`src/hdl/ptq_pkg.sv`:
```
// Shared types and constants for the priority task queue.
package ptq_pkg;

  // Fixed field widths
  localparam int NUM_CLASSES = 3;
  localparam int CLS_W       = 2;
  localparam int IDENT_W     = 16;
  localparam int CNT_W       = 9;
  localparam int TOT_W       = 32;
  localparam int STATUS_W    = 3;
  localparam int POLICY_W    = 2;
  localparam int CFG_IDX_W   = 2;
  localparam int CFG_DATA_W  = 9;

  // Result status codes
  typedef logic [STATUS_W-1:0] status_t;
  localparam status_t ST_PUSHED   = 3'd0;
  localparam status_t ST_DROPPED  = 3'd1;
  localparam status_t ST_REJECTED = 3'd2;
  localparam status_t ST_RETRY    = 3'd3;
  localparam status_t ST_POPPED   = 3'd4;
  localparam status_t ST_EMPTY    = 3'd5;

  // Full policy codes
  typedef logic [POLICY_W-1:0] policy_t;
  localparam policy_t POL_BLOCK  = 2'd0;
  localparam policy_t POL_DROP   = 2'd1;
  localparam policy_t POL_REJECT = 2'd2;

  // Operation codes
  localparam logic OP_PUSH = 1'b0;
  localparam logic OP_POP  = 1'b1;

  // Configuration register indexes
  localparam logic [CFG_IDX_W-1:0] REG_CAPACITY    = 2'd0;
  localparam logic [CFG_IDX_W-1:0] REG_FULL_POLICY = 2'd1;

  // Reset values of the configuration registers
  localparam logic [CNT_W-1:0] CAPACITY_RST = 9'd256;

  // Controller to datapath commands
  typedef struct packed {
    logic exec;   // input transfer: decide and update queue state
    logic load;   // move the finished result into the output register
  } cmd_t;

endpackage

```
`src/hdl/ptq_ctrl.sv`:
```
// Controller: sequences one operation and the output register handshake.
module ptq_ctrl (
  input  logic          clk,
  input  logic          rst_n,
  input  logic          in_valid,
  output logic          in_ready,
  output logic          out_valid,
  input  logic          out_ready,
  output ptq_pkg::cmd_t cmd
);
  import ptq_pkg::*;

  typedef enum logic {
    S_IDLE,
    S_LOAD
  } state_t;

  state_t state_r;
  logic   in_ready_r;
  logic   out_valid_r;
  logic   out_free;

  assign out_free  = !out_valid_r || out_ready;
  assign cmd.exec  = in_valid && in_ready_r;
  assign cmd.load  = (state_r == S_LOAD) && out_free;
  assign in_ready  = in_ready_r;
  assign out_valid = out_valid_r;

  // State and registered handshake outputs
  always_ff @(posedge clk) begin
    if (!rst_n) begin
      state_r     <= S_IDLE;
      in_ready_r  <= 1'b1;
      out_valid_r <= 1'b0;
    end else begin
      unique case (state_r)
        S_IDLE: begin
          if (cmd.exec) begin
            state_r    <= S_LOAD;
            in_ready_r <= 1'b0;
          end
          if (out_valid_r && out_ready) begin
            out_valid_r <= 1'b0;
          end
        end
        S_LOAD: begin
          // result register is free or drains on this edge
          if (out_free) begin
            state_r     <= S_IDLE;
            in_ready_r  <= 1'b1;
            out_valid_r <= 1'b1;
          end
        end
        default: begin
          state_r    <= S_IDLE;
          in_ready_r <= 1'b1;
        end
      endcase
    end
  end

  a_load_not_ready: assert property (@(posedge clk) disable iff (!rst_n)
    state_r == S_LOAD |-> !in_ready_r)
    else $error("input ready while a result is pending");

  a_exec_to_load: assert property (@(posedge clk) disable iff (!rst_n)
    cmd.exec |=> state_r == S_LOAD)
    else $error("transfer did not start a result");

endmodule

```
`config.mk`:
```
export PLATFORM = sky130hd
export DESIGN_NAME = ptq_ctrl
export DESIGN_NICKNAME = d
export VERILOG_FILES = /design/src/hdl/ptq_pkg.sv /design/src/hdl/ptq_ctrl.sv
export SDC_FILE = /design/constraint.sdc
export NUM_CORES = 1
export LEC_CHECK = 0
export ABC_AREA = 0
export BUFFER_PORTS_ARGS = -buffer_cell sky130_fd_sc_hd__clkbuf_2
export CAP_MARGIN = 20
export CORE_AREA = 2 2 39 41
export DETAILED_ROUTE_END_ITERATION = 7
export DIE_AREA = 0 0 41 43
export PLACE_DENSITY = 0.33
export SETUP_SLACK_MARGIN = 0.1
export SLEW_MARGIN = 5
export SYNTH_ARGS = -nofsm -noshare
export SYNTH_HDL_FRONTEND = slang
export SYNTH_SLANG_ARGS = --single-unit
```
`constraint.sdc`:
```
create_clock -name clk -period 1 [get_ports clk]
set_clock_uncertainty 0.15 [all_clocks]
set_input_delay 0.15 -clock clk [delete_from_list [all_inputs] [get_ports clk]]
set_output_delay 0.15 -clock clk [all_outputs]
set_load 0.02 [all_outputs]
```
==> results of run 1 <==
power breakdown:
part	total, uW	switching [uW]	internal [uW]
Clock	216	65.9	150
Combinational	113	44.5	68.8
Sequential	137	7.38	130
kinds of logic after synthesis:
kind of cell	synth area share (%)
AND/OR/NAND/NOR	39.4
flip-flops	44.0
AO/OA/AOI/OAI	16.5
metal layers:
| metal | GRT usage, % | vias up |
|---|---|---|
| met3 | 3.14 | 0 |
| met2 | 10.0 | 2 |
| met4 | 8.00 | 0 |
| met1 | 4.15 | 90 |
| met5 | 0 | - |
| li1 | - | 80 |
sequential cells by signal, summed over array words and instances, names as in the netlist:
signal	flops
out_valid	1
in_ready	1
state_r	1
metrics by stage:
stage,setup slack (ps),std cells
after global routing,-233,45
after detailed placement,4.46,38
after global placement,8.02,38
after floorplan,60.2,14
final,-196,45
after CTS,-213,45
what timing repair did:
item                                    CTS  global route
endpoints found under the hold margin     1             1
endpoints found under the setup margin    7             7
buffers inserted                          3             0
gates resized for setup                  13             4
pin swaps                                 2             1
synth_stat cells, drive strengths merged:
library cell  number
and2               1
dfxtp              3
o21a               1
o31ai              1
nor2b              3
nor3b              1
nor2               1
nand3b             2
a21boi             1
final timing paths:
check	start	end	slack [ps]	cells past startpoint
setup / recovery	out_valid$_SDFFE_PN0P_	cmd[0]	-200	3
hold / removal	rst_n	in_ready$_SDFFE_PN1P_	-30	2
setup reg to reg	out_valid$_SDFFE_PN0P_	in_ready$_SDFFE_PN1P_	-40	3
hold reg to reg	state_r$_SDFF_PN0_	state_r$_SDFF_PN0_	480	3
cell type report:
type / instances / area [um^2]
Timing Repair Buffer: 11 / 113
Tap cell: 16 / 20.0
Clock buffer: 4 / 26.3
Fill cell: 155 / 1060
Sequential cell: 3 / 66.3
Multi-Input combinational cell: 11 / 96.3
==> results.md, run 1 <==
* Tmin final at 1200 ps
* Layout cells sized above 1 at 72.4%
* Final instance area at 322 um^2
* DR WL met2 at 287 um
* Clock Path Buffers at 2
* Die span in x at 41 um
* Root Buffer Master: clkbuf_4
* Worst vdd ir at 0.000276 V
* Die area at 1760 um^2
* Min Hold Slack at -25.8 ps
* Highest metal used: met3
* Setup TNS at -484 ps
* Nets at 34
* Power per cell area at 1450 nW/um^2
* Placer Congestion at 0.538
* Commonest non-fill, non-tap cells in the layout: buf_8, clkbuf_4, clkbuf_2
* Yosys reg bits at 3
* Synth Instances at 14
* Placed cell area at 221 um^2
* Number of max-cap violations at 0
* Register area share after synthesis at 44.0%
* Slew Viols, Final at 0
* Worst-path fanout max at 2
* Largest net degree at the start of global routing at 5
* DRC at 0
* H-tree depth at 1
* WP data arrival at 900 ps
* Failing checks: negative hold slack, negative setup slack
* Metal1 wirelength at 120 um
* Tcrit/Tclk final at 120%
* WP data required at 700 ps
* DIE HEIGHT at 43 um
* Worst path most repeated cell: nor2b_4
* Hold Path Class: in2reg
* Synthesized Nets at 18
* Wire length per cell at 9.18 um
* Crit path max-delay family: flip-flops
* Synth top area share at 44.0%
* Critical Path Max Stage Delay at 310 ps
* Yosys warning total at 0
* IO Pins at 8
* Final setup margin at -196 ps
* Total Power at 466 uW
* CP cell instances: nor2b_4, nor2b_4, buf_8
* P_leak at 0.000135 uW
* RSZ-0062 raised after global routing: yes
* DR vias at 172
* Num CTS Buffers at 3
* TritonCTS clock tree: done
* First-pass GRT wire length at 690 um
* Post-synth top area cell: dfxtp_1
* Routed wl met3 at 4 um
* Clock slew at reported path FFs at 40 ps
* Vias in the first global route at 195
* Clock sink count at 3
* # rows at 14
* Congestion Overflow GR at 0
* Antenna-violating nets left at 0
* Final HPWL DP at 273 um
* Core area at 1380 um^2
* Initial DRC count at 2
* FMAX at 836 MHz
* Slowest library cell on the worst path: dfxtp_2
* Drt total wl at 413 um
* ANT cells at 0
* Synth-to-Final Area Change at 136%
* Critical path endpoint category: primary output
* Initial Utilization at 9.86%
* Top cells by area, synth: dfxtp_1, nand3b_1, nor2b_1, nor2b_2, a21boi_0
* GRT Util Overall at 6.31%
* Leading cell type in the layout, fill and taps excluded: buf_8
* Core Util, Final at 23.2%
* Worst slew pin tran at 205 ps
* Type of the worst setup path: reg2out
* Final setup fails at 5
* Initial antenna violation count at 0
* DRT Pass-1 Iters at 3
* Worst skew pair latency at 230 ps
* Yosys cell types at 10
* Buf/Inv on CP at 1
* Mapped Avg Cell Area at 9.74 um^2
* IO buf count at 7
* Status: complete, but fails checks
* Synth Cell Area at 136 um^2
* Slew headroom at 86.2%
* Worst Setup Start Kind: flop
* Detail-routed via count per cell at 3.82
* Final hold violations at 1
No activity file was read; power rests on OpenSTA's default activity.
==> run 2, diff against run 1 <==
Settings changed: ABC_AREA 0 to 1, PLACE_DENSITY 0.33 to 0.31, REMOVE_ABC_BUFFERS from default to 1.
==> results.md, run 2 <==
* Status: complete, but fails checks
* Failing checks: negative hold slack, negative setup slack
* Tcrit/Tclk final at 115%
* First-pass GRT wire length at 531 um
* Worst Setup Start Kind: flop
* Yosys reg bits at 3
* Post-synth top area cell: dfxtp_1
* Congestion Overflow GR at 0
* Initial DRC count at 5
* Layout cells sized above 1 at 68.8%
* Dpl cells at 40
* Synth top area share at 49.0%
* Final setup margin at -152 ps
* Critical Path Max Stage Delay at 330 ps
* Synth-to-Final Area Change at 133%
* Type of the worst setup path: reg2out
* CP cell instances: nand2_2, nand2_2, inv_2, buf_8
* Worst skew pair latency at 230 ps
* ANT cells at 0
* FMAX at 868 MHz
* Drt total wl at 369 um
* Post-synth top cells: inv_1, nand2_1, dfxtp_1
* Final HPWL DP at 235 um
* Top cells by area, synth: dfxtp_1, inv_1, nand2_1, nand2_2, a21boi_1
* Clock slew at reported path FFs at 40 ps
* Placer Congestion at 0.673
* Critical path depth in cells at 4
* Initial Utilization at 8.86%
* Power per cell area at 1750 nW/um^2
* Crit path max-delay family: flip-flops
* Critical path endpoint category: primary output
* Top_reg_cell synth: dfxtp_1
* Worst-path fanout max at 2
* Register area share after synthesis at 49.0%
* Root Buffer Master: clkbuf_4
* R2R depth at 6
* Synth Instances at 17
* WP data arrival at 850 ps
* Nets at 37
* Tmin final at 1150 ps
* Antenna-violating nets left at 0
* Core area at 1380 um^2
* H-tree depth at 1
* Die span in x at 41 um
* Post-synthesis async set-or-reset flop share at 0%
* DIE HEIGHT at 43 um
* Hold Path Class: in2reg
* GRT Util Overall at 5.32%
* Initial antenna violation count at 0
* WP data required at 700 ps
* Mapped Avg Cell Area at 7.21 um^2
* DRC at 0
* Slew Viols, Final at 0
* Fillers at 156
* RSZ-0062 raised after global routing: yes
* TritonCTS clock tree: done
* Worst vdd ir at 0.000568 V
* Synth Cell Area at 123 um^2
* Final setup fails at 5
* Hold Crit Depth at 2
* Min Hold Slack at -19.2 ps
* Final non-filler cell total at 48
* Detail-routed via count per cell at 3.21
* Num CTS Buffers at 3
* Number of max-cap violations at 0
* Clock Path Buffers at 2
* Worst slew pin tran at 122 ps
* EDFF count, synth at 0
* Slowest library cell on the worst path: dfxtp_2
* Final hold violations at 1
* DR vias at 154
* Clock sink count at 3
* Wire length per cell at 7.69 um
* Commonest non-fill, non-tap cells in the layout: nand2_2, buf_8, clkbuf_4, clkbuf_2, buf_4
* Die area at 1760 um^2
* P_leak at 0.000147 uW
* Vias in the first global route at 156
* IO Pins at 8
* DRT Pass-1 Iters at 2
* Largest net degree at the start of global routing at 4
* Worst slack at placement at 33.6 ps
* Yosys cell types at 7
* Buf/Inv on CP at 2
* Worst path most repeated cell: nand2_2
* Yosys warning total at 0
* Slew headroom at 91.9%
* IO buf count at 7
* # rows at 14
run 2: changes by cell type in the layout (fill, tap and decap cells not counted), sizes merged:
cell and delta:
and2 -1, inv +4, nand2 +6, nand3 +1, nand3b -2, nor2 +1
nor2b -3, nor3b -1, o21a -1, o31ai -1
run 2: path summary, 6_finish.rpt:
path	startpoint	endpoint	slack, ps
setup / recovery	out_valid$_SDFFE_PN0P_	cmd[0]	-150
hold / removal	rst_n	in_ready$_SDFFE_PN1P_	-20
setup reg to reg	out_valid$_SDFFE_PN0P_	state_r$_SDFF_PN0_	-30
hold reg to reg	out_valid$_SDFFE_PN0P_	out_valid$_SDFFE_PN0P_	350
run 2: layout make-up:
type	count	area, um^2	area share, %
Timing Repair Buffer	11	109	38.2
Sequential cell	3	62.6	21.9
Multi-Input combinational cell	10	52.6	18.4
Clock buffer	4	26.3	9.21
Tap cell	16	20.0	7.02
Inverter	4	15.0	5.26
run 2: logic make-up (layout without fill, tap and decap cells):
group                  Yosys count  after routing  synth area share [%]
AO/OA/AOI/OAI                    1              1                  6.12
buffers and inverters            4             19                  12.2
flip-flops                       3              3                  49.0
AND/OR/NAND/NOR                  9              9                  32.6
run 2: per-layer routing:
layer  vias up  share of wire, %  GRT usage, %
li1         78                 -             -
met1        66                41          5.13
met2        10                44          5.00
met3         0                15          6.28
met4         0                 0          6.00
met5         -                 0             0
run 2: what timing repair did:
item,4_1_cts,5_1_grt
resized for setup,12,7
setup endpoints to repair,4,6
pin swaps,1,1
endpoints found under the hold margin,1,1
setup buffers,2,2
run 2: stage by stage:
stage	setup TNS (ps)	area, um^2	util (%)	total power (uW)	hold WS [ps]
finish	-476	285	20.6	500	-19.2
CTS	-441	256	18.5	477	-34.6
floorplan	-19.6	123	-	188	84.7
global placement	0	178	12.8	214	198
global route	-694	285	20.6	532	-9.76
detailed placement	0	178	12.8	216	210
run 2: power by group:
| group | leakage [uW] | internal [uW] | switching, uW |
|---|---|---|---|
| combinational | 0.000107 | 78.4 | 58.8 |
| sequential | 0.0000249 | 134 | 10.9 |
| clock | 0.0000150 | 150 | 68.3 |
